<file path="src/sv/rqas_ring_mem.sv">
// Simple dual-port synchronous memory used for the ready and waiting rings.
// One write port, one read port with registered read data. No package use.
`default_nettype none
module rqas_ring_mem #(
  parameter int DEPTH = 128,
  parameter int WIDTH = 6
) (
  input  wire logic                     clk,
  input  wire logic                     we,
  input  wire logic [$clog2(DEPTH)-1:0] waddr,
  input  wire logic [WIDTH-1:0]         wdata,
  input  wire logic [$clog2(DEPTH)-1:0] raddr,
  output logic      [WIDTH-1:0]         rdata
);

  logic [WIDTH-1:0] mem [DEPTH];

  always_ff @(posedge clk) begin
    if (we) begin
      mem[waddr] <= wdata;
    end
  end

  always_ff @(posedge clk) begin
    rdata <= mem[raddr];
  end

endmodule
`default_nettype wire

</file>
<file path="config.mk">
export PLATFORM = sky130hd
export DESIGN_NAME = rqas_ring_mem
export DESIGN_NICKNAME = d
export VERILOG_FILES = /design/src/sv/rqas_ring_mem.sv
export SDC_FILE = /design/constraint.sdc
export NUM_CORES = 1
export LEC_CHECK = 0
export ABC_AREA = 1
export BUFFER_PORTS_ARGS = -buffer_cell sky130_fd_sc_hd__buf_2
export CORE_ASPECT_RATIO = 1.5
export CORE_MARGIN = 1.5
export CORE_UTILIZATION = 60
export DETAILED_ROUTE_END_ITERATION = 7
export PLACE_DENSITY = 0.76
export RECOVER_POWER = 25
export SYNTH_ARGS = -nofsm -noshare
export SYNTH_HDL_FRONTEND = slang
export SYNTH_SLANG_ARGS = --single-unit
</file>
<file path="constraint.sdc">
create_clock -name clk -period 3 [get_ports clk]
set_input_delay 0.15 -clock clk [delete_from_list [all_inputs] [get_ports clk]]
set_output_delay 0.15 -clock clk [all_outputs]
set_load 0.05 [all_outputs]
</file>
# After elaboration in Yosys (flattened, before gate mapping)
# Memory sizes are Yosys's and may differ from the RTL's. A register that Yosys moved wholly into a read port is not among the register bits.
# Cells that the tools add are included.
[op_classes]
n_mux = 2
[op_table]
columns = ["op", "n"]
rows = [
  ["1-bit 2-to-1 mux", 2],
]
[totals]
mem_count = 1
ff_bits = 0
input_bits = 22
word_cells = 3
out_inout_bits = 6
ram_bits = 768
[memory_table]
columns = ["name", "words", "width", "rd", "rd_ports_with_merged_regs", "wr", "line", "rtl"]
rows = [
  ["mem", 128, 6, 1, 1, 1, "16", "logic [WIDTH-1:0] mem [DEPTH];"],
]

# Logic depth before layout (Yosys ltp)
# Gate-level depths: netlist of the first run.
[depth]
ltp_word = 2
ltp_mapped = 14
depth_no_buf = 11

# Least setup slack after synthesis of the first run
# No wires, ideal clock.
[synth_timing]
kind = "input port to flip-flop"
startpoint = "input port we"
endpoint = "memory mem[105][0], enable pin"
setup_time_ps = 350
required_ps = 2650
cell_stages = 4
path_buffers = 2
path_slack_ps = 1597
t_arrival_ps = 1053
path_cell_list = "clkbuf_1 > nand2_1 > clkbuf_1 > nor2_1"
[synth_between]
elab_chain_cells = 2
[synth_lines]
columns = ["element", "line", "rtl"]
rows = [
  ["start: declaration", "9", "input wire logic we,"],
  ["1-bit 2-to-1 mux", "19", "if (we) begin"],
  ["1-bit 2-to-1 mux (implied by the code)", "20", "mem[waddr] <= wdata;"],
  ["end: declaration", "16", ""],
]
# Every way passes these cells.

# Worst setup path in the final report of the first run
[layout_timing]
startpoint = "input port wdata[2]"
endpoint = "memory mem[6][2] (data pin)"
[layout_rtl]
columns = ["element", "line", "rtl"]
rows = [
  ["start: declaration", "11", "input wire logic [WIDTH-1:0] wdata,"],
]
# No word-level cell before the write port.

==> impl_metrics.json, run 1 <==
{
  "outcome": "complete, but fails checks",
  "violations": "capacitance limit, slew limit",
  "num_rows": 103,
  "rsz0062_at_grt": "false",
  "skew_ps": 25.93,
  "cts_setup_buffers": 0,
  "vias_per_cell": 6.119,
  "clock_sinks": 774,
  "final_util_pct": 65.30,
  "total_power_w": 0.02156,
  "dp.cells": 3312,
  "drc_errors": 0,
  "p_switching_w": 0.004766,
  "setup_viol": 0,
  "grt_max_degree": 240,
  "clock_path_buffers": 3,
  "core-area_mm2": 0.05258,
  "ant_nets": 0,
  "setup_tns_ps": 0,
  "synth_area_per_cell_um2": 11.67,
  "slew_violations": 205,
  "sw_frac_of_total_pct": 22.11,
  "cp-end-kind": "flip-flop",
  "grt_first_pass_wirelength_um": 117700,
  "fp.dieW_um": 191.1,
  "crit_chain": "clkbuf_1 > clkbuf_1",
  "hold_class": "in -> reg",
  "place.gp.congestion": 0.8950,
  "power_density_mw_per_mm2": 627.9,
  "clockPowerShare_pct": 38.0,
  "p_leak_nw": 12.06,
  "p_seq_share_pct": 55.5,
  "num_vias": 20990,
  "drive_gt1_share_pct": 5.640,
  "syn_area_mm2": 0.03185,
  "chipHeight_um": 285.2,
  "die-area_mm2": 0.05450,
  "crit_fanout": 43,
  "arrival_ps": 2580,
  "first_global_vias": 20740,
  "hold_violations": 0,
  "hold_ws_ps": 127.3,
  "fill_cells": 3756,
  "p_comb_share_pct": 6.5,
  "detail_route.first_pass.iterations": 6,
  "fin_crit_sh_pct": 76.09,
  "cts_root_buf": "clkbuf_16",
  "crit_path_max_incr_delay_ps": 1810,
  "critPathTopFamily": "buffers and inverters",
  "areaGrowthSynthToFinish_pct": 7.798,
  "syn_nets": 2752,
  "fmax_mhz": 438.1,
  "finalCriticalPeriod_ps": 2283,
  "cp_slowest_cell": "clkbuf_1",
  "required_ps": 3300,
  "tightest_slew_ps": 2616,
  "ys_seq_area_share_pct": 72.79,
  "wire_per_inst_um": 22.50,
  "track_usage_pct": 28.96,
  "vdd_drop_max_uv": 580.9,
  "antenna_found_initial": 1,
  "cts_buffers": 67,
  "start_kind": "primary input",
  "internal_power_w": 0.01679,
  "clk_pin_slew_ps": 60,
  "ys_ff_latch": 774,
  "path_class": "in -> reg",
  "synth_cell_types": 15,
  "cts_tree": "done",
  "relSlewSlack_pct": -74.41,
  "clock_latency_ps": 600,
  "globalRoute.totalOverflow": 0,
  "ios": 28,
  "maxCapViolations": 5,
  "port_buffers": 27,
  "cp_num_buf_inv": 2,
  "detailed_place_hpwl_um": 46410,
  "synth_cells": 2730,
  "wl_um": 77190,
  "cts.htree.levels": 3,
  "crit_top_cell": "clkbuf_1",
  "initial_core_util_pct": 60.57,
  "drtIter0Drc": 2664,
  "synth_warnings": 0,
  "final_cells": 3431,
  "finalNetCount": 2723
}
==> registers in the layout, summed over array words and instances (netlist names) <==
signal,cells
mem,768
rdata,6
==> power groups by stage <==
stage	Clock, W	Combinational [W]	Sequential (W)
after CTS	0.00827	0.00138	0.0120
after floorplan	0	0.000806	0.0122
after global placement	0	0.00134	0.0122
after global routing	0.00866	0.00151	0.0120
final	0.00820	0.00140	0.0120
after detailed placement	0	0.00137	0.0122
==> kinds of logic after synthesis <==
| group | count (synthesis) | synth area share [%] |
|---|---|---|
| buf+inv | 198 | 3.716 |
| simple gates | 1758 | 23.50 |
| flops | 774 | 72.79 |
==> metrics by stage <==
step,setup WS [ps],instance area (um2)
floorplan,1597,31850
global placement,706.3,32300
detailed placement,668.0,32300
global route,607.8,34330
finish,717.4,34330
CTS,1249,34360
==> placed cells by master, fill, tap and decap left out <==
master,count
clkinvlp_4,2
nand2_1,917
clkinv_4,1
buf_2,18
dfxtp_1,6
buf_8,1
clkinv_8,1
nor3_1,8
buf_12,12
inv_2,1
clkbuf_16,71
inv_1,21
nand3_1,699
diode_2,1
clkinv_2,6
clkbuf_1,23
bufinv_16,2
buf_6,1
clkbuf_8,1
dlygate4sd3_1,2
clkinv_1,15
nor2_1,134
buf_4,35
edfxtp_1,768
inv_6,3
==> routing by layer <==
layer	part of all wire (%)	vias to the layer above	track usage (%)
met4	5.3	0	15.96
met3	8.1	240	3.938
met5	0	-	0
met2	51	1119	48.74
met1	36	10130	36.31
li1	-	9509	-
==> cell type report <==
cell class                 instances  area, um2  share of cell area, %
multi-input combinational       1758       7483                  21.80
antenna                            1      2.502               0.007289
clock buffer                      88       1851                  5.390
sequential                       774      23180                  67.52
clock inverter                    28      187.7                 0.5466
inverter                          24      107.6                 0.3134
timing repair buffer              76      665.6                  1.939
tap                              682      853.3                  2.485
==> worst paths after layout <==
kind                        start             endpoint  slack, ps  depth (start not counted)
max                      wdata[2]  mem[6][2]$_DFFE_PP_        720                          2
min                      raddr[5]     rdata[1]$_DFF_P_        130                          5
max reg2reg  mem[83][3]$_DFFE_PP_     rdata[3]$_DFF_P_       1330                         10
min reg2reg  mem[45][1]$_DFFE_PP_     rdata[1]$_DFF_P_        970                         10
==> Yosys cell counts <==
library cell / count / area share, %
nand2_1: 917 / 11
edfxtp_1: 768 / 72
nand3_1: 699 / 11
nor2_1: 134 / 1.6
buf_2: 93 / 1.5
buf_6: 34 / 1.2
clkbuf_1: 25 / 0.29
inv_1: 22 / 0.26
buf_1: 11 / 0.13
buf_4: 8 / 0.19
nor3_1: 8 / 0.13
dfxtp_1: 6 / 0.38
buf_8: 3 / 0.14
inv_2: 1 / 0.012
inv_6: 1 / 0.028
==> what timing repair did <==
action,in CTS,in global routing
endpoints found under the hold margin,14,0
gates resized for setup,0,0
hold buffers,2,0
Note: power is estimated with default switching activity, not from simulation.
==> run 2: changes to the inputs <==
==> constraint.sdc (replaced) <==
create_clock -name clk -period 2.1 [get_ports clk]
set_input_delay 0.105 -clock clk [delete_from_list [all_inputs] [get_ports clk]]
set_output_delay 0.105 -clock clk [all_outputs]
set_load 0.05 [all_outputs]
==> run 2 against run 1 <==
  * Clock skew is 13 ps lower
  * Worst hold slack worse by 92 ps
  * Power is 46% higher
  * Die area stayed put
  * Cell count is 2.4% higher
  * The flow still finishes with violations (capacitance limit, slew limit)
  * Sequential share of layout area is 1.7 points lower
  * Largest cell class unchanged
  * Clock power is 50% higher
  * Clock-buffer cell count is 5 lower
  * Critical path depth stayed put
  * Register-to-register slack worse by 790 ps
==> impl_metrics.json, run 2 (same netlist as run 1, synthesis figures left out) <==
{
  "vias_per_cell": 6.099,
  "top_register": "mem",
  "cp_slowest_cell": "clkbuf_1",
  "power_density_mw_per_mm2": 893.5,
  "initial_core_util_pct": 60.57,
  "wl_um": 78810,
  "cp-end-kind": "flip-flop",
  "clock_sinks": 774,
  "min_path_cells": 5,
  "rsz0062_at_grt": "false",
  "fin_crit_sh_pct": 80.14,
  "arrival_ps": 2060,
  "final_cell_mix": "917 x nand2_1, 768 x edfxtp_1, 699 x nand3_1",
  "wire_per_inst_um": 22.42,
  "die-area_mm2": 0.05450,
  "worstReg2RegEnd": "rdata[3]$_DFF_P_",
  "top_regs": "mem x768, rdata x6",
  "final_common_cell": "nand2_1",
  "cts_buffers": 69,
  "relSlewSlack_pct": -40.45,
  "detailed_place_hpwl_um": 47160,
  "violations": "capacitance limit, slew limit",
  "grt_first_pass_wirelength_um": 120200,
  "areaGrowthSynthToFinish_pct": 10.61,
  "crit_path_max_incr_delay_ps": 1470,
  "fp.dieW_um": 191.1,
  "path_class": "in -> reg",
  "crit_fanout": 58,
  "crit_start": "wdata[0]",
  "setup_viol": 0,
  "antenna_found_initial": 0,
  "slew_violations": 166,
  "crit_cells": 2,
  "drtIter0Drc": 2537,
  "detail_route.first_pass.iterations": 5,
  "setup_tns_ps": 0,
  "cp-endpoint": "mem[51][0]$_DFFE_PP_",
  "outcome": "complete, but fails checks",
  "ant_nets": 0,
  "final_util_pct": 67.00,
  "core-area_mm2": 0.05258,
  "num_vias": 21440,
  "finalCriticalPeriod_ps": 1683,
  "cts.htree.levels": 3,
  "hold_class": "in -> reg",
  "p_leak_nw": 12.62,
  "r2r_start": "mem[69][3]$_DFFE_PP_",
  "globalRoute.totalOverflow": 0,
  "track_usage_pct": 29.41,
  "chipHeight_um": 285.2,
  "num_rows": 103,
  "clk_pin_slew_ps": 60,
  "grt_max_degree": 129,
  "tightest_slew_ps": 2107,
  "ios": 28,
  "first_global_vias": 21680,
  "drc_errors": 0,
  "required_ps": 2470,
  "skew_ps": 13.35,
  "hold_violations": 0,
  "largest_register_ffs": 768,
  "start_kind": "primary input",
  "port_buffers": 27,
  "fmax_mhz": 594.2,
  "clock_latency_ps": 590,
  "cts_root_buf": "clkbuf_16",
  "drive_gt1_share_pct": 8.792,
  "fill_cells": 3695,
  "cp_num_buf_inv": 2,
  "clock_path_buffers": 3,
  "vdd_drop_max_uv": 679.6,
  "critPathTopFamily": "buffers and inverters",
  "ff2ff_setup_slack_ps": 540,
  "place.gp.congestion": 0.9436,
  "crit_chain": "clkbuf_1 > buf_12",
  "worstRegToRegCells": 10,
  "finalNetCount": 2804,
  "cts_setup_buffers": 0,
  "maxCapViolations": 2,
  "cts_tree": "done"
}
run 2: changes by cell type in the layout (fill, tap and decap cells not counted), sizes merged, moves of 2 or more:
cell / change
clkbuf: -3
clkinv: +8
buf: +76
inv: -2
bufinv: +3
run 2: timing repair:
action	4_1_cts	5_1_grt
hold endpoints to repair	52	0
hold buffers	3	0
resized for setup	0	0
run 2: how the worst min path moves through the flow:
stage / startpoint / endpoint
2_1_floorplan: wdata[0] / mem[0][0]$_DFFE_PP_
3_3_place_gp: raddr[6] / rdata[4]$_DFF_P_
3_5_place_dp: raddr[6] / rdata[1]$_DFF_P_
4_1_cts: wdata[0] / mem[24][0]$_DFFE_PP_
5_1_grt: raddr[5] / rdata[2]$_DFF_P_
6_report: raddr[5] / rdata[5]$_DFF_P_
run 2: metrics by stage:
step                total power, W  hold WS, ps  cells  instance area (um2)  worst slack [ps]
floorplan                  0.01861        203.9   2730                31850             742.4
global placement           0.01940        414.2   3390                33060             140.5
detailed placement         0.01945        409.0   3390                33060             110.1
CTS                        0.03155        3.318   3514                35280             569.0
global route               0.03229        76.94   3514                35230             334.5
finish                     0.03148        35.61   3515                35230             417.1
run 2: worst min-delay path, stage by stage:
cell,delay [ps]
buf_2,210
nand3_1,130
nand2_1,50
nand2_1,50
nand2_1,40
run 2: power breakdown:
part           internal (W)  total, W  switching, W  leakage, nW
Clock               0.00695    0.0123       0.00536         1.07
Sequential           0.0171    0.0171     0.0000349         6.95
Combinational      0.000545   0.00208       0.00154         4.59
Total                0.0245    0.0315       0.00693         12.6
run 2: metal layers:
| layer | up-vias | global-route usage (%) | share of wire [%] |
|---|---|---|---|
| li1 | 9662 | - | - |
| met4 | 0 | 15.06 | 5.1 |
| met1 | 10340 | 35.99 | 35 |
| met3 | 272 | 5.551 | 9.3 |
| met2 | 1162 | 49.79 | 50 |
| met5 | - | 0 | 0 |
run 2: final cells by class:
type	instances	area, um2	area share [%]
flip-flops and latches	774	23180	65.80
multi-input cells	1758	7483	21.24
clock buffers	83	1864	5.292
repair buffers	155	1415	4.017
well taps	682	853.3	2.422
clock inverters	38	321.6	0.9127
inverters	24	107.6	0.3054
diodes	1	2.502	0.007103
